## src/design/refcounted_bitmap_frame_allocator_top_defines.svh

```systemverilog
// ----------------------------------------------------------------------------
// Assertion macros for the refcounted bitmap frame allocator
// Clocked on i_clk, disabled while i_rst_n is low.
// ----------------------------------------------------------------------------
`ifndef REFCOUNTED_BITMAP_FRAME_ALLOCATOR_TOP_DEFINES_SVH
`define REFCOUNTED_BITMAP_FRAME_ALLOCATOR_TOP_DEFINES_SVH

// same-cycle implication
`define RBFA_ASSERT_IMP(lbl, ante, cons) \
    lbl: assert property (@(posedge i_clk) disable iff (!i_rst_n) (ante) |-> (cons)) \
        else $error("rbfa assertion failed");

// next-cycle implication
`define RBFA_ASSERT_NEXT(lbl, ante, cons) \
    lbl: assert property (@(posedge i_clk) disable iff (!i_rst_n) (ante) |=> (cons)) \
        else $error("rbfa assertion failed");

`endif

```

## src/design/rbfa_pkg.sv

```systemverilog
// ----------------------------------------------------------------------------
// rbfa_pkg
// Shared constants, types and helpers of the bitmap frame allocator.
// ----------------------------------------------------------------------------
package rbfa_pkg;

    localparam int MAX_FRAMES_DEF = 4096;
    localparam int ADDR_W         = 48;
    localparam int CNT_W          = 13;
    localparam int FRAME_SHIFT    = 12;
    localparam int WORD_SHIFT     = 6;
    localparam int WORD_BITS      = 64;
    localparam int SCAN_W         = CNT_W - WORD_SHIFT;
    localparam int RESERVE_RESET  = 5;

    // commands
    localparam logic CMD_ALLOC = 1'b0;
    localparam logic CMD_FREE  = 1'b1;

    // configuration register indexes
    localparam logic [1:0] REG_FRAME_BASE  = 2'd0;
    localparam logic [1:0] REG_FRAME_COUNT = 2'd1;
    localparam logic [1:0] REG_RESERVE     = 2'd2;

    typedef enum logic [1:0] {
        ST_OK        = 2'd0,
        ST_NO_FRAME  = 2'd1,
        ST_RANGE     = 2'd2,
        ST_NOT_ALLOC = 2'd3
    } t_status;

    typedef struct packed {
        logic [ADDR_W-1:0] frame_base;
        logic [CNT_W-1:0]  eff_count;
        logic [CNT_W-1:0]  reserve;
        logic              reinit;
        logic [CNT_W-1:0]  reinit_count;
    } t_cfg;

    typedef struct packed {
        logic [CNT_W-1:0]  free_frames;
        t_status           status;
        logic [ADDR_W-1:0] granted_address;
    } t_result;

    // position of the lowest set bit (0 when none)
    function automatic logic [WORD_SHIFT-1:0] lowest_one(input logic [WORD_BITS-1:0] v);
        logic [WORD_SHIFT-1:0] pos;
        pos = '0;
        for (int i = WORD_BITS - 1; i >= 0; i--) begin
            if (v[i]) pos = WORD_SHIFT'(i);
        end
        return pos;
    endfunction

endpackage

```

## src/design/rbfa_bitmap.sv

```systemverilog
// ----------------------------------------------------------------------------
// rbfa_bitmap
// Used-bitmap word memory, one write and one registered read port, with a
// zeroing sweep after reset and on request.
// ----------------------------------------------------------------------------
module rbfa_bitmap
    import rbfa_pkg::*;
#(
    parameter int NUM_WORDS = MAX_FRAMES_DEF / WORD_BITS,
    parameter int WW        = 6
) (
    input  logic                 i_clk,
    input  logic                 i_rst_n,
    input  logic                 i_clear,
    output logic                 o_busy,
    input  logic                 i_rd_en,
    input  logic [WW-1:0]        i_rd_addr,
    output logic [WORD_BITS-1:0] o_rd_data,
    input  logic                 i_wr_en,
    input  logic [WW-1:0]        i_wr_addr,
    input  logic [WORD_BITS-1:0] i_wr_data
);

    logic [WORD_BITS-1:0] mem [NUM_WORDS];
    logic [WORD_BITS-1:0] r_rd_data;
    logic [WW-1:0]        r_clr_ptr;
    logic                 r_clearing;

    logic                 m_we;
    logic [WW-1:0]        m_waddr;
    logic [WORD_BITS-1:0] m_wdata;

    assign m_we    = r_clearing || i_wr_en;
    assign m_waddr = r_clearing ? r_clr_ptr : i_wr_addr;
    assign m_wdata = r_clearing ? '0 : i_wr_data;

    always_ff @(posedge i_clk) begin
        if (!i_rst_n || i_clear) begin
            r_clearing <= 1'b1;
            r_clr_ptr  <= '0;
        end else if (r_clearing) begin
            r_clr_ptr <= r_clr_ptr + 1'b1;
            if (r_clr_ptr == WW'(NUM_WORDS - 1)) r_clearing <= 1'b0;
        end
    end

    always_ff @(posedge i_clk) begin
        if (m_we) mem[m_waddr] <= m_wdata;
        if (i_rd_en) r_rd_data <= mem[i_rd_addr];
    end

    assign o_busy    = r_clearing;
    assign o_rd_data = r_rd_data;

endmodule

```

## config.mk

```make
export PLATFORM = sky130hd
export DESIGN_NAME = rbfa_bitmap
export DESIGN_NICKNAME = d
export VERILOG_FILES = /design/src/design/refcounted_bitmap_frame_allocator_top_defines.svh /design/src/design/rbfa_pkg.sv /design/src/design/rbfa_bitmap.sv
export SDC_FILE = /design/constraint.sdc
export NUM_CORES = 2
export LEC_CHECK = 0
export BUFFER_PORTS_ARGS = -buffer_cell sky130_fd_sc_hd__buf_4
export CORE_ASPECT_RATIO = 2
export CORE_MARGIN = 5
export CORE_UTILIZATION = 55
export DETAILED_ROUTE_END_ITERATION = 8
export PLACE_DENSITY = 0.71
export SLEW_MARGIN = 20
export SYNTH_ARGS = -nofsm -noshare
export SYNTH_HDL_FRONTEND = slang
export SYNTH_SLANG_ARGS = --single-unit
```

## constraint.sdc

```tcl
create_clock -name i_clk -period 6.2 [get_ports i_clk]
set_input_delay 0.62 -clock i_clk [delete_from_list [all_inputs] [get_ports i_clk]]
set_output_delay 0.62 -clock i_clk [all_outputs]
set_load 0.02 [all_outputs]
```

== Yosys cells after proc, flatten, opt, wreduce, memory -nomap -nowiden ==
Memories as Yosys holds them, arrays and structs flattened. A register that Yosys moved wholly into a read port is not among the register bits.
Index checks and enable logic that the tools add are counted.
Storage, ports and cells
  output and inout bits: 65
  bits of input ports: 81
  memory bits (writable): 4096
  memories: 1
  ROM bits: 0
  bits in latches: 0
  register bits: 7
Memory list
  mem: words 64, bits a word 64, read ports 1, clocked after memory_dff 1, wr ports 1, RTL line rbfa_bitmap.sv:24  | logic [WORD_BITS-1:0] mem [NUM_WORDS];
Cells by class
  $mul: 0
  reductions and logical operators: 3
  bitwise logic cells: 0
  div/mod/pow operators: 0
  shift-type cells: 0
  mux-type cells: 6
  order comparisons: 0
  $add $sub $neg: 1
  equal/unequal tests: 1
Operators by type and width (number)
  2-to-1 mux 64 bit: 1
  adder 6 x 1 -> 6 bit, second input constant: 1
  == test 6 bit, second input constant: 1
  2-to-1 mux 6 bit: 1
  2-to-1 mux 1 bit: 4
  logical OR 1 bit: 2
  logical NOT 1 bit: 1

== Longest topological paths before layout ==
  word-level depth: 3
  gate-level depth with buffers: 9
  depth with buffers taken out: 5

== Worst setup path after synthesis ==
OpenSTA, ideal clock, no wires.
  path type: reg2reg
  from: register r_clearing (netlist: o_busy)
  to: memory mem[19][0], enable pin
  cell stages (with the launch flop): 8
  required time: 5713 ps
  arrival: 4408 ps
  period minus slack after synthesis: 4894 ps
  path slack: 1306 ps
  cell sequence: dfxtp_1 -> clkbuf_1 -> clkbuf_1 -> clkbuf_1 -> nand2_1 -> o22ai_1 -> nand2_1 -> nor2_1
Between the ends
  word-level cells in the longest chain between the ends: 3
  elaborated cells on any way between the ends: 4
  classes of those cells: 3 x mux; 1 x reduce/logical
RTL lines
  from (decl): RTL line rbfa_bitmap.sv:27  | logic r_clearing;
  from (signal assigned): RTL line rbfa_bitmap.sv:39  | r_clearing <= 1'b1;
  from (signal assigned): RTL line rbfa_bitmap.sv:43  | if (r_clr_ptr == WW'(NUM_WORDS - 1)) r_clearing <= 1'b0;
  logical OR 1 bit: RTL line rbfa_bitmap.sv:33  | assign m_we = r_clearing || i_wr_en;
  2-to-1 mux 1 bit: RTL line rbfa_bitmap.sv:48  | if (m_we) mem[m_waddr] <= m_wdata;
  2-to-1 mux 1 bit (implied by the code): RTL line rbfa_bitmap.sv:48
  to (decl): RTL line rbfa_bitmap.sv:24
Several ways; a longest one is shown, not always the timed one.

== Worst setup path after layout ==
  from: register r_clearing (netlist: o_busy)
  to: memory mem[15][52], enable pin
Same word-level chain as after synthesis.

==> impl_metrics.csv <==
group,metric,value,unit
final_layout,layout-drive-gt1-share,27.8,%
pwr,power.density,309,mW/mm^2
final_layout,nNetsFinal,7353,
sta,slew_headroom,19.4,%
yosys,yosys-top-cells-count,"4,160 x edfxtp_1, 1,024 x mux4_2, 205 x nand2_1",
yosys,ys_ff_latch,4167,
sta,rsz0062_at_grt,"no",
sta,finalCritPeriodShare,65.4,%
global_routing,grt_util_all_layers,28.5,%
placement,place_congestion,0.841,
yosys,netlist-cell-type-count,42,
floorplanning,fp.dieH,768,um
yosys,mappedNetlistArea,0.158,mm^2
pwr,leakage,56.1,nW
clocking,path_clk_slew,70,ps
global_routing,grt_pass1_wl,598,mm
clocking,cts_tree,"yes",
yosys,syn_avg_cell_area,22.9,um^2
clocking,clockBufferDepth,4,
sta,hold_violations,0,
detailed_routing,postRouteAntennaNets,0,
clocking,hold_buffers,0,
setup_path,cp-end-kind,"flip-flop",
detailed_routing,drt_pre_antenna_iters,6,
global_routing,grt_max_degree,98,
clocking,cts_resized,0,
floorplanning,dieArea,0.299,mm^2
yosys,synthCells,6908,
final_layout,stdcell_area,0.177,mm^2
final_layout,fin_util,61.7,%
yosys,ys_top_cells_by_area,"edfxtp_1 79%, mux4_2 15%, mux2i_1 0.87%",
setup_path,critPathKind,"flip-flop to flip-flop",
setup_path,required,6710,ps
yosys,ys_seq_area_share,79.1,%
placement,dpl_worst_slack,1630,ps
sta,finalSetupTns,0,ps
setup_path,ff2ff_path_depth,5,
sta,whs,247,ps
floorplanning,rows,278,
placement,postPlaceCellArea,0.166,mm^2
detailed_routing,viasPerCell,6.80,
run,cap_violations,0,
yosys,yosys_warnings,0,
yosys,synth_flop_cell,"edfxtp_1",
sta,setup_viol,0,
sta,tightest_slew,1210,ps
placement,port_buffers,145,
global_routing,antenna_found_initial,28,
yosys,syn_nets,6990,
yosys,synth.most_common_cell,"edfxtp_1",
yosys,synth_top_area_cell,"edfxtp_1",
pwr,ir_worst_vdd,249,uV
setup_path,critPathArrivalTime,4560,ps
sta,clock.fmax,247,MHz
placement,dp_hpwl,242,mm
floorplanning,start_util,55.2,%
yosys,synth_edf_count,4160,
global_routing,grt-ovfl-total,0,
global_routing,grt_pass1_vias,78600,
status,status,"completed",
clocking,cts.sinks,4167,
sta,fin_ws,2150,ps
sta,drv_slew,0,
setup_path,startpoint_type,"flip-flop",
floorplanning,io_pins,146,
floorplanning,die_w,389,um
detailed_routing,drc,0,
setup_path,cp_max_fo,40,
final_layout,n_fill_cell,18900,
floorplanning,core_area,0.287,mm^2
sta,min_period,4050,ps
detailed_routing,wl_per_cell,37.8,um
detailed_routing,via_count,77000,
clocking,insertion_delay,910,ps
sta,fin_skew,48.1,ps
yosys,synth-async-reset-ratio,0,%
clocking,htreeDepth,5,
min_path,hold_path_class,"input port to flip-flop",
final_layout,area_delta_synth_final,11.9,%
clocking,clockRootBuffer,"clkbuf_16",
detailed_routing,wl,428,mm
min_path,hold_depth,2,
clocking,postCtsSetupBuffers,0,
yosys,yosysTopAreaCellShare,79.0,%
detailed_routing,first_iter_violations,10700,
clocking,cts_inserted_buffers,334,
-- per-stage QoR --
stage               cells  total power [mW]
global route        11300              56.1
detailed placement  10700              33.6
floorplan            6908              32.7
finish              11300              54.7
CTS                 11300              54.9
global placement    10700              33.6
-- layer usage --
metal	routed length, um	vias up	GRT usage (%)
li1	-	30000	-
met1	139000	40800	35.1
met2	217000	5075	47.8
met3	46300	1030	6.72
met4	26100	20	14.5
met5	115	-	0
-- path summary, 6_finish.rpt --
| kind | startpoint | to | slack (ps) |
|---|---|---|---|
| worst max-delay path | o_busy | mem[15][52] | 2150 |
| worst min register to register | r_clr_ptr[5] | o_busy | 580 |
| worst max register to register | o_busy | mem[15][52] | 2150 |
| worst min-delay path | i_wr_data[30] | mem[18][30] | 250 |
-- placed cells by master, fill, tap and decap left out, types with 84 or more instances in the layout --
| cell | instances |
|---|---|
| edfxtp_1 | 4160 |
| nand4_1 | 84 |
| mux2i_1 | 137 |
| a22oi_1 | 129 |
| nand2_1 | 203 |
| buf_4 | 342 |
| nand3_1 | 174 |
| clkbuf_16 | 343 |
| mux4_2 | 1024 |
| o22ai_1 | 86 |
-- layout make-up --
type	count	area, um^2	area share (%)
flip-flops and latches	4167	125000	70.7
multi-input cells	2323	32100	18.1
clock buffers	399	8790	4.97
well taps	3780	4730	2.67
repair buffers	420	4050	2.29
clock inverters	205	2100	1.19
inverters	25	93.8	0.0530
diodes	3	7.51	0.00424
-- logic make-up after synthesis --
group                    after synthesis  share of synthesized area, %
XOR/XNOR                               5                        0.0277
buffers and inverters                418                          1.25
flip-flops                          4167                          79.1
adder cells (fa/ha/maj)                1                       0.00791
AO/OA/AOI/OAI                        393                          1.78
AND/OR/NAND/NOR                      761                          2.36
multiplexers                        1163                          15.5
-- where the power goes --
part,total (mW),switching (mW),internal (mW),leakage (nW)
Clock,21.7,9.80,11.9,5.29
Sequential,30.7,0.0934,30.6,38.8
Combinational,2.30,1.36,0.941,12.0
Total,54.7,11.3,43.4,56.1
-- sequential cells by signal, summed over array words and instances, names as in the netlist --
signal / count
r_clr_ptr: 6
o_busy: 1
o_rd_data: 64
mem: 4096
-- worst max-delay path: stages, from the launching register on --
cell and delay [ps]:
dfxtp_4 930, inv_1 250, o31ai_1 400, nand2_1 510, nor2_4 910, buf_4 610
Note: power is estimated with default switching activity, not from simulation.
