### config.mk
export PLATFORM = sky130hd
export DESIGN_NAME = rbfa_ctrl
export DESIGN_NICKNAME = d
export VERILOG_FILES = /design/src/design/rbfa_pkg.sv /design/src/design/rbfa_ctrl.sv
export VERILOG_INCLUDE_DIRS = /design/src /design/src/design
export SDC_FILE = /design/constraint.sdc
export NUM_CORES = 1
export LEC_CHECK = 0
export ABC_AREA = 0
export BUFFER_PORTS_ARGS = -buffer_cell sky130_fd_sc_hd__buf_2
export CAP_MARGIN = 20
export CORE_MARGIN = 2
export CORE_UTILIZATION = 40
export CTS_CLUSTER_DIAMETER = 30
export DETAILED_ROUTE_END_ITERATION = 7
export SETUP_SLACK_MARGIN = 0.02
export SYNTH_ARGS = -nofsm -noshare
export SYNTH_HDL_FRONTEND = slang
export SYNTH_SLANG_ARGS = --single-unit
### constraint.sdc
create_clock -name i_clk -period 20.9 [get_ports i_clk]
set_clock_uncertainty 0.05 [all_clocks]
set_input_delay 4.18 -clock i_clk [delete_from_list [all_inputs] [get_ports i_clk]]
set_output_delay 4.18 -clock i_clk [all_outputs]
set_load 0.01 [all_outputs]
### src/design/refcounted_bitmap_frame_allocator_top_defines.svh
// ----------------------------------------------------------------------------
// Assertion macros for the refcounted bitmap frame allocator
// Clocked on i_clk, disabled while i_rst_n is low.
// ----------------------------------------------------------------------------
`ifndef REFCOUNTED_BITMAP_FRAME_ALLOCATOR_TOP_DEFINES_SVH
`define REFCOUNTED_BITMAP_FRAME_ALLOCATOR_TOP_DEFINES_SVH

// same-cycle implication
`define RBFA_ASSERT_IMP(lbl, ante, cons) \
    lbl: assert property (@(posedge i_clk) disable iff (!i_rst_n) (ante) |-> (cons)) \
        else $error("rbfa assertion failed");

// next-cycle implication
`define RBFA_ASSERT_NEXT(lbl, ante, cons) \
    lbl: assert property (@(posedge i_clk) disable iff (!i_rst_n) (ante) |=> (cons)) \
        else $error("rbfa assertion failed");

`endif

### src/design/rbfa_pkg.sv
// ----------------------------------------------------------------------------
// rbfa_pkg
// Shared constants, types and helpers of the bitmap frame allocator.
// ----------------------------------------------------------------------------
package rbfa_pkg;

    localparam int MAX_FRAMES_DEF = 4096;
    localparam int ADDR_W         = 48;
    localparam int CNT_W          = 13;
    localparam int FRAME_SHIFT    = 12;
    localparam int WORD_SHIFT     = 6;
    localparam int WORD_BITS      = 64;
    localparam int SCAN_W         = CNT_W - WORD_SHIFT;
    localparam int RESERVE_RESET  = 5;

    // commands
    localparam logic CMD_ALLOC = 1'b0;
    localparam logic CMD_FREE  = 1'b1;

    // configuration register indexes
    localparam logic [1:0] REG_FRAME_BASE  = 2'd0;
    localparam logic [1:0] REG_FRAME_COUNT = 2'd1;
    localparam logic [1:0] REG_RESERVE     = 2'd2;

    typedef enum logic [1:0] {
        ST_OK        = 2'd0,
        ST_NO_FRAME  = 2'd1,
        ST_RANGE     = 2'd2,
        ST_NOT_ALLOC = 2'd3
    } t_status;

    typedef struct packed {
        logic [ADDR_W-1:0] frame_base;
        logic [CNT_W-1:0]  eff_count;
        logic [CNT_W-1:0]  reserve;
        logic              reinit;
        logic [CNT_W-1:0]  reinit_count;
    } t_cfg;

    typedef struct packed {
        logic [CNT_W-1:0]  free_frames;
        t_status           status;
        logic [ADDR_W-1:0] granted_address;
    } t_result;

    // position of the lowest set bit (0 when none)
    function automatic logic [WORD_SHIFT-1:0] lowest_one(input logic [WORD_BITS-1:0] v);
        logic [WORD_SHIFT-1:0] pos;
        pos = '0;
        for (int i = WORD_BITS - 1; i >= 0; i--) begin
            if (v[i]) pos = WORD_SHIFT'(i);
        end
        return pos;
    endfunction

endpackage

### src/design/rbfa_ctrl.sv
// ----------------------------------------------------------------------------
// rbfa_ctrl
// Request sequencer: word scan for allocation, range check and bit clear
// for free, free counter, output register.
// ----------------------------------------------------------------------------
`include "refcounted_bitmap_frame_allocator_top_defines.svh"

module rbfa_ctrl
    import rbfa_pkg::*;
#(
    parameter int WW = 6
) (
    input  logic                 i_clk,
    input  logic                 i_rst_n,
    input  t_cfg                 i_cfg,
    input  logic                 i_busy,
    // request
    input  logic                 i_s_tvalid,
    output logic                 o_s_tready,
    input  logic                 i_s_cmd,
    input  logic [ADDR_W-1:0]    i_s_addr,
    // response
    output logic                 o_m_tvalid,
    input  logic                 i_m_tready,
    output t_result              o_m_result,
    // bitmap memory
    output logic                 o_rd_en,
    output logic [WW-1:0]        o_rd_addr,
    input  logic [WORD_BITS-1:0] i_rd_data,
    output logic                 o_wr_en,
    output logic [WW-1:0]        o_wr_addr,
    output logic [WORD_BITS-1:0] o_wr_data
);

    typedef enum logic [2:0] {
        S_IDLE,
        S_FREE_CHK,
        S_FREE_RD,
        S_SCAN,
        S_GRANT,
        S_DONE
    } t_state;

    t_state                r_state;
    logic [ADDR_W-1:0]     r_addr;
    logic [CNT_W-1:0]      r_idx;
    logic [SCAN_W-1:0]     r_rd_ptr;
    logic                  r_dvalid;
    logic [SCAN_W-1:0]     r_dword;
    logic [CNT_W-1:0]      r_free;
    t_status               r_status;
    logic [ADDR_W-1:0]     r_granted;
    logic                  r_out_valid;
    t_result               r_out;

    logic [SCAN_W-1:0]     nwords;
    logic [ADDR_W:0]       diff;
    logic [CNT_W-1:0]      diff_idx;
    logic                  in_range;
    logic [WORD_BITS-1:0]  free_mask;
    logic                  found;
    logic [WORD_SHIFT-1:0] low_bit;
    logic                  bit_set;
    logic                  scan_rd;
    logic                  accept;

    assign nwords    = i_cfg.eff_count[CNT_W-1:WORD_SHIFT];
    assign diff      = {1'b0, r_addr} - {1'b0, i_cfg.frame_base};
    assign diff_idx  = diff[FRAME_SHIFT +: CNT_W];
    assign in_range  = !diff[ADDR_W] &&
                       (diff[ADDR_W-1:FRAME_SHIFT] < (ADDR_W - FRAME_SHIFT)'(i_cfg.eff_count));
    assign free_mask = ~i_rd_data;
    assign found     = |free_mask;
    assign low_bit   = lowest_one(free_mask);
    assign bit_set   = i_rd_data[r_idx[WORD_SHIFT-1:0]];

    assign scan_rd   = (r_state == S_SCAN) && (r_rd_ptr < nwords);
    assign o_rd_en   = scan_rd || ((r_state == S_FREE_CHK) && in_range);
    assign o_rd_addr = scan_rd ? WW'(r_rd_ptr) : WW'(diff_idx[CNT_W-1:WORD_SHIFT]);

    always_comb begin
        o_wr_en   = 1'b0;
        o_wr_addr = WW'(r_idx[CNT_W-1:WORD_SHIFT]);
        o_wr_data = i_rd_data & ~(WORD_BITS'(1) << r_idx[WORD_SHIFT-1:0]);
        if (r_state == S_SCAN) begin
            o_wr_en   = r_dvalid && found;
            o_wr_addr = WW'(r_dword);
            o_wr_data = i_rd_data | (WORD_BITS'(1) << low_bit);
        end else if (r_state == S_FREE_RD) begin
            o_wr_en   = bit_set;
        end
    end

    assign o_s_tready = (r_state == S_IDLE) && !i_busy;
    assign accept     = i_s_tvalid && o_s_tready;

    always_ff @(posedge i_clk) begin
        if (!i_rst_n) begin
            r_state     <= S_IDLE;
            r_out_valid <= 1'b0;
            r_free      <= '0;
            r_dvalid    <= 1'b0;
        end else begin
            r_dvalid <= scan_rd;
            r_dword  <= r_rd_ptr;
            if (scan_rd) r_rd_ptr <= r_rd_ptr + 1'b1;
            // in S_DONE the load below decides the valid flag
            if (r_out_valid && i_m_tready && (r_state != S_DONE)) r_out_valid <= 1'b0;
            if (i_cfg.reinit) r_free <= i_cfg.reinit_count;

            case (r_state)
                S_IDLE: begin
                    if (accept) begin
                        r_addr    <= i_s_addr;
                        r_granted <= '0;
                        if (i_s_cmd == CMD_FREE) begin
                            r_state <= S_FREE_CHK;
                        end else if ((r_free > i_cfg.reserve) && (nwords != '0)) begin
                            r_rd_ptr <= '0;
                            r_state  <= S_SCAN;
                        end else begin
                            r_status <= ST_NO_FRAME;
                            r_state  <= S_DONE;
                        end
                    end
                end
                S_FREE_CHK: begin
                    if (in_range) begin
                        r_idx   <= diff_idx;
                        r_state <= S_FREE_RD;
                    end else begin
                        r_status <= ST_RANGE;
                        r_state  <= S_DONE;
                    end
                end
                S_FREE_RD: begin
                    // a frame is owned exactly while its bit is set
                    if (bit_set) begin
                        r_free   <= r_free + 1'b1;
                        r_status <= ST_OK;
                    end else begin
                        r_status <= ST_NOT_ALLOC;
                    end
                    r_state <= S_DONE;
                end
                S_SCAN: begin
                    if (r_dvalid) begin
                        if (found) begin
                            r_idx   <= {r_dword, low_bit};
                            r_free  <= r_free - 1'b1;
                            r_state <= S_GRANT;
                        end else if (r_dword == nwords - 1'b1) begin
                            r_status <= ST_NO_FRAME;
                            r_state  <= S_DONE;
                        end
                    end
                end
                S_GRANT: begin
                    r_granted <= i_cfg.frame_base + ADDR_W'({r_idx, {FRAME_SHIFT{1'b0}}});
                    r_status  <= ST_OK;
                    r_state   <= S_DONE;
                end
                S_DONE: begin
                    if (!r_out_valid || i_m_tready) begin
                        r_out_valid           <= 1'b1;
                        r_out.granted_address <= r_granted;
                        r_out.status          <= r_status;
                        r_out.free_frames     <= r_free;
                        r_state               <= S_IDLE;
                    end
                end
                default: r_state <= S_IDLE;
            endcase
        end
    end

    assign o_m_tvalid = r_out_valid;
    assign o_m_result = r_out;

    `RBFA_ASSERT_IMP(a_no_write_in_clear, o_wr_en, !i_busy)
    `RBFA_ASSERT_IMP(a_free_bounded, 1'b1, r_free <= i_cfg.eff_count)
    `RBFA_ASSERT_NEXT(a_accept_leaves_idle, accept, r_state != S_IDLE)
    `RBFA_ASSERT_IMP(a_out_from_done, $rose(r_out_valid), $past(r_state) == S_DONE)

endmodule

* Word level (Yosys, flattened, before mapping)
Index checks and enable logic that the tools add are counted.
Cells by class: add/sub/neg operators 6, $lt $le $gt $ge 4, equality and inequality tests 18, shift operators 2, muxes and demuxes 108, bitwise logic cells 4, reductions and logical operators 27
Operators by type and width (number):
- $mux W6 | 66
- $not A64 Y64 | 2
- $shl A1 B6 Y64 const A | 2
- $pmux W48 S2 | 1
- $mux W13 | 7
- $and A64 B64 Y64 | 1
- $mux W64 | 1
- $or A64 B64 Y64 | 1
- $reduce_or A64 Y1 | 1
- $pmux W13 S2 | 2
- $sub A48 B48 Y49 | 1
- $add A48 B25 Y48 | 1
- $mux W48 | 1
- $lt A36 B13 Y1 | 1
- $mux W7 | 5
- $mux W3 | 8
- $ne A2 B2 Y1 const B | 9
- $mux W2 | 8
- $pmux W3 S5 | 1
- $add A13 B1 Y13 const B | 1
- $gt A13 B13 Y1 | 1
- $sub A13 B1 Y13 const B | 1
- $pmux W2 S5 | 1
- $logic_and A1 B1 Y1 | 9
- 24 further kinds | 37
Word-level totals: bits in registers 206, input port bits 206

* Logic depth before layout (Yosys ltp)
depth after elaboration 68, depth in mapped cells 23, gate-level depth less buffers 23

* Worst setup path before layout
No wires, ideal clock.
kind input -> output, from input i_cfg[59] in the netlist's numbering, to output o_rd_en, arrival time 8.765 ns, required time 16.670 ns, setup slack 7.905 ns, cell stages on the path 19, buffers on the path 0, cell sequence inv_1 -> ha_1 -> a21o_1 -> a211o_1 -> or3_4 -> o21ai_4 -> nor2_1 -> o311a_1 -> ha_1 -> a2111oi_4 -> o2111ai_1 -> a311oi_1 -> o2111ai_1 -> nor4bb_1 -> o311ai_1 -> or4_1 -> or4b_4 -> nor3_2 -> or2_1
On the way: word-level cells in the longest chain between the ends 5, elaborated cells between the ends (all ways) 6, classes of those cells add/sub: 1; order compare: 1; reduce/logical: 4
RTL lines:
- from (decl) | RTL line rbfa_ctrl.sv:15 | input t_cfg i_cfg,
- $sub A48 B48 Y49 * | RTL line rbfa_ctrl.sv:68 | assign diff = {1'b0, r_addr} - {1'b0, i_cfg.frame_base};
- $lt A36 B13 Y1 or $logic_not A1 Y1 (tied branches) | RTL line rbfa_ctrl.sv:71, rbfa_ctrl.sv:70
- $logic_and A1 B1 Y1 * | RTL line rbfa_ctrl.sv:70 | assign in_range = !diff[ADDR_W] &&
- $logic_and A1 B1 Y1 * | RTL line rbfa_ctrl.sv:78 | assign o_rd_en = scan_rd || ((r_state == S_FREE_CHK) && in_range);
- $logic_or A1 B1 Y1 * | RTL line rbfa_ctrl.sv:78
- to (decl) | RTL line rbfa_ctrl.sv:27 | output logic o_rd_en,
Mark *: on every way between the ends. The rest lies on a longest branch, timed or not.

* Worst setup path in the final report
from input i_cfg[42] in the netlist's numbering, to output o_rd_en
Same word-level chain as after synthesis.

==> impl_metrics.ini <==
[route]
first_iter_violations = 1166
drc_errors = 0
ant_nets = 0
routedWlPerCell_um = 21.04
post_drt_via_cell_ratio = 5.770
drt-pass1-iter-count = 5
routed-via-count = 14560
route.final.wire_length_um = 53090

[cts]
cts_sinks = 206
clk_lat_worst_skew_ns = 0.57
cts-htree-levels = 2
path_clk_slew_ns = 0.04
post_cts_buffers = 0
tritoncts = yes
cts.repair.resized = 0
cts.hold.buffers_added = 0
cts_made_buffers = 51
cts_root_buf = sky130_fd_sc_hd__clkbuf_16
maximum_buffer_depth_of_the_clock_tree = 3

[global_routing]
grt_first_pass_wirelength_um = 79940
globalRoute.totalOverflow = 0
grt_start_max_net_pins = 64
grt_util_all_layers_pct = 26.60
grt_antenna_before_repair = 6
vias_in_the_first_global_route = 13890

[min_path]
hold_start = r_granted[47]
hold_path.class = reg -> reg

[critical_path]
cp_slowest_stage_delay_ns = 0.57
timing.critical_path.to_type = output pin
setup.worst_path.class = in -> out
worst-path-buf-inv = 3
startpoint = i_cfg[42]
startpoint_type = primary input
cp_cell_sequence = buf_2 > inv_1 > ha_1 > a21o_1 > a31oi_1 > o21ai_2 > a21o_4 > o21ai_4 > nor2_1 > o311a_1 > ha_1 > a2111oi_4 > o2111ai_1 > a311oi_1 > o2111ai_1 > nor4bb_1 > o311ai_1 > or4_1 > or4b_4 > nor3_2 > or2_1 > buf_2
cp.required_ns = 16.67
cp_slowest_cell = sky130_fd_sc_hd__or4_1
timing.rr.start = r_addr[2]
crit_path_max_fanout = 6
critPathArrivalTime_ns = 9.88
timing.critical_path.max_delay_family = compound AO/OA/AOI/OAI gates

[placement]
place.gp.congestion = 0.9880
dp_hpwl_um = 41290
port_buffers = 348

[yosys]
synth-edff-count = 188
synth_largest_area_cell = sky130_fd_sc_hd__edfxtp_1
arithmetic_cell_share_of_the_synthesized_area_counting_full_adders_half_adders_and_majority_gates_pct = 8.120
synth.area.top_cells = sky130_fd_sc_hd__edfxtp_1, sky130_fd_sc_hd__ha_1, sky130_fd_sc_hd__o21ai_0, sky130_fd_sc_hd__nand2_1, sky130_fd_sc_hd__nor2_1
ys_seq_area_share_pct = 39.93
syn_area_per_cell_um2 = 9.115
post_synth_xor_area_fraction_pct = 3.436
yosys_most_used_dff = sky130_fd_sc_hd__edfxtp_1
number_of_warning_messages_in_the_yosys_log = 0
asyncSetResetFlopFracSynth_pct = 0
synth.ff_latch_count = 206
syn_nets = 1953
synthSimpleGateAreaFrac_pct = 19.76
synth_top_family_by_area = simple AND/OR/NAND/NOR gates
synth_compound_area_share_pct = 19.67
synthCells = 1650
syn-cell-area_um2 = 15040
yosys-mux-area-fraction_pct = 4.592
netlist.area_leader.share_pct = 37.54
post_synth_num_cell_types = 96

[power_and_ir_drop]
p_sw_uw = 482.5
comb_power_share_pct = 20.1
internal_power_mw = 1.187
sequentialPowerShare_pct = 32.2
cellPowerDensity_nw_per_um2 = 87.90
static_power_due_to_leakage_nw = 7.792
power.switching_fraction_pct = 28.90
vdd_drop_max_v = 0.00005437
totalPowerFinal_mw = 1.669
clock_power_share_pct = 47.7

[timing]
hold_viol = 0
worst-slew-pin-transition_ns = 1.082
post-route-period-util_pct = 67.53
worst_slew_margin_rel_pct = 27.89
rsz_0062_raised_after_global_routing = no
setup_violations = 0
final_max_slew_viol_count = 0
max_clock_freq_mhz = 70.85
min_period_ns = 14.11
finalSetupTns_ns = 0

[die]
io_pins = 349
row_count = 71
full_die_area_um2 = 39170
initial_core_util_pct = 40.31
fp.dieH_um = 197.9
fp.dieW_um = 197.9
core_region_area_um2 = 37310

[run]
maxCapViolations = 0

[final_layout]
layout-drive-gt1-share_pct = 24.34
num-fill-cells = 3577
design.final.nets = 2310
final_common_cell = sky130_fd_sc_hd__buf_2
area_growth_pct = 26.28
final_cell_mix = sky130_fd_sc_hd__buf_2, sky130_fd_sc_hd__o21ai_0, sky130_fd_sc_hd__edfxtp_1

[run_status]
status = completed
path summary, 6_finish.rpt:
kind	to	slack [ns]	cells past startpoint
max	o_rd_en	6.79	22
min	o_m_result[47]	0.36	0
max reg2reg	r_idx[9]	14.15	19
min reg2reg	o_m_result[47]	0.36	0
through the flow:
stage                     hold WS, ns  std cells  cell area, um2  util [%]  setup slack, ns
final                          0.3648       2524           18990     50.90            6.787
after global routing           0.3643       2522           18990     50.89            6.564
after CTS                      0.3643       2520           18980     50.88            6.801
after detailed placement       0.3554       2428           17220     46.16            6.821
after global placement         0.3528       2428           17220     46.16            6.995
after floorplan                0.3503       1650           15040         -            7.905
registers in the layout, summed over array words and instances (netlist names), 2 cells and up:
signal,flops
r_status,2
r_free,13
r_rd_ptr,7
r_state,3
r_addr,48
r_idx,13
o_m_result,63
r_dword,7
r_granted,48
cells by family after synthesis:
kind of cell / count (synthesis)
AND/OR/NAND/NOR: 608
adder cells (fa/ha/maj): 97
AO/OA/AOI/OAI: 471
XOR/XNOR: 59
multiplexers: 42
buffers and inverters: 167
flip-flops: 206
worst reg2reg max path, cell delays in order, from the launching register on:
cell and delay [ns]:
sky130_fd_sc_hd__edfxtp_1 0.38, sky130_fd_sc_hd__ha_1 0.30, sky130_fd_sc_hd__a21o_1 0.16, sky130_fd_sc_hd__a31oi_1 0.56
sky130_fd_sc_hd__o21ai_2 0.24, sky130_fd_sc_hd__a21o_4 0.28, sky130_fd_sc_hd__o21ai_4 0.22, sky130_fd_sc_hd__nor2_1 0.07
sky130_fd_sc_hd__o311a_1 0.32, sky130_fd_sc_hd__ha_1 0.23, sky130_fd_sc_hd__a2111oi_4 0.33, sky130_fd_sc_hd__o2111ai_1 0.19
sky130_fd_sc_hd__a311oi_1 0.29, sky130_fd_sc_hd__o2111ai_1 0.17, sky130_fd_sc_hd__nor4bb_1 0.32, sky130_fd_sc_hd__o311ai_1 0.16
sky130_fd_sc_hd__or4_1 0.57, sky130_fd_sc_hd__or4b_4 0.57, sky130_fd_sc_hd__nor3_1 0.32, sky130_fd_sc_hd__o21a_1 0.63
synth_stat cells (5+ instances only):
cell,instances
sky130_fd_sc_hd__and3_1,18
sky130_fd_sc_hd__and2_1,21
sky130_fd_sc_hd__buf_2,5
sky130_fd_sc_hd__a221oi_1,5
sky130_fd_sc_hd__nor4_1,12
sky130_fd_sc_hd__clkbuf_1,39
sky130_fd_sc_hd__o21a_1,21
sky130_fd_sc_hd__mux2i_1,15
sky130_fd_sc_hd__nor2_1,141
sky130_fd_sc_hd__or3_1,17
sky130_fd_sc_hd__o21ai_0,207
sky130_fd_sc_hd__dfxtp_1,18
sky130_fd_sc_hd__a31oi_1,16
sky130_fd_sc_hd__edfxtp_1,188
sky130_fd_sc_hd__mux4_2,21
sky130_fd_sc_hd__o22ai_1,8
sky130_fd_sc_hd__nand3_1,69
sky130_fd_sc_hd__or2_2,5
sky130_fd_sc_hd__xnor2_1,40
sky130_fd_sc_hd__ha_1,96
sky130_fd_sc_hd__a211oi_1,17
sky130_fd_sc_hd__nor3b_1,6
sky130_fd_sc_hd__a21o_1,20
sky130_fd_sc_hd__o2111ai_1,6
sky130_fd_sc_hd__inv_1,110
sky130_fd_sc_hd__nor3_1,50
sky130_fd_sc_hd__mux2_2,6
sky130_fd_sc_hd__nand2b_1,21
sky130_fd_sc_hd__nand3b_1,5
sky130_fd_sc_hd__nand2_1,161
sky130_fd_sc_hd__a21boi_0,10
sky130_fd_sc_hd__nand4_1,37
sky130_fd_sc_hd__nor2b_1,22
sky130_fd_sc_hd__a21oi_1,73
sky130_fd_sc_hd__o211ai_1,18
sky130_fd_sc_hd__o31ai_1,7
sky130_fd_sc_hd__xor2_1,19
layer usage:
metal | track usage (%) | share of wire [%]
met2 | 41.39 | 45
met4 | 8.549 | 2.7
met5 | 0 | 0.026
met3 | 4.343 | 7.2
met1 | 37.74 | 45
power by group through the flow:
| stage | logic [mW] | clock network [mW] | registers [mW] |
|---|---|---|---|
| after global placement | 0.330 | 0 | 0.542 |
| final | 0.336 | 0.796 | 0.537 |
| after global routing | 0.372 | 0.833 | 0.541 |
| after CTS | 0.336 | 0.810 | 0.537 |
| after detailed placement | 0.333 | 0 | 0.544 |
| after floorplan | 0.212 | 0 | 0.540 |
layout make-up:
class                           count  area [um2]  share of cell area (%)
Multi-Input combinational cell   1277        8388                   44.17
Sequential cell                   206        6006                   31.62
Timing Repair Buffer              357        1809                   9.526
Clock buffer                       56        1316                   6.931
Tap cell                          474       593.1                   3.123
Clock inverter                     36       441.7                   2.326
Inverter                          114       427.9                   2.253
Antenna cell                        4       10.01                 0.05270
(Power assumes the default switching activity.)
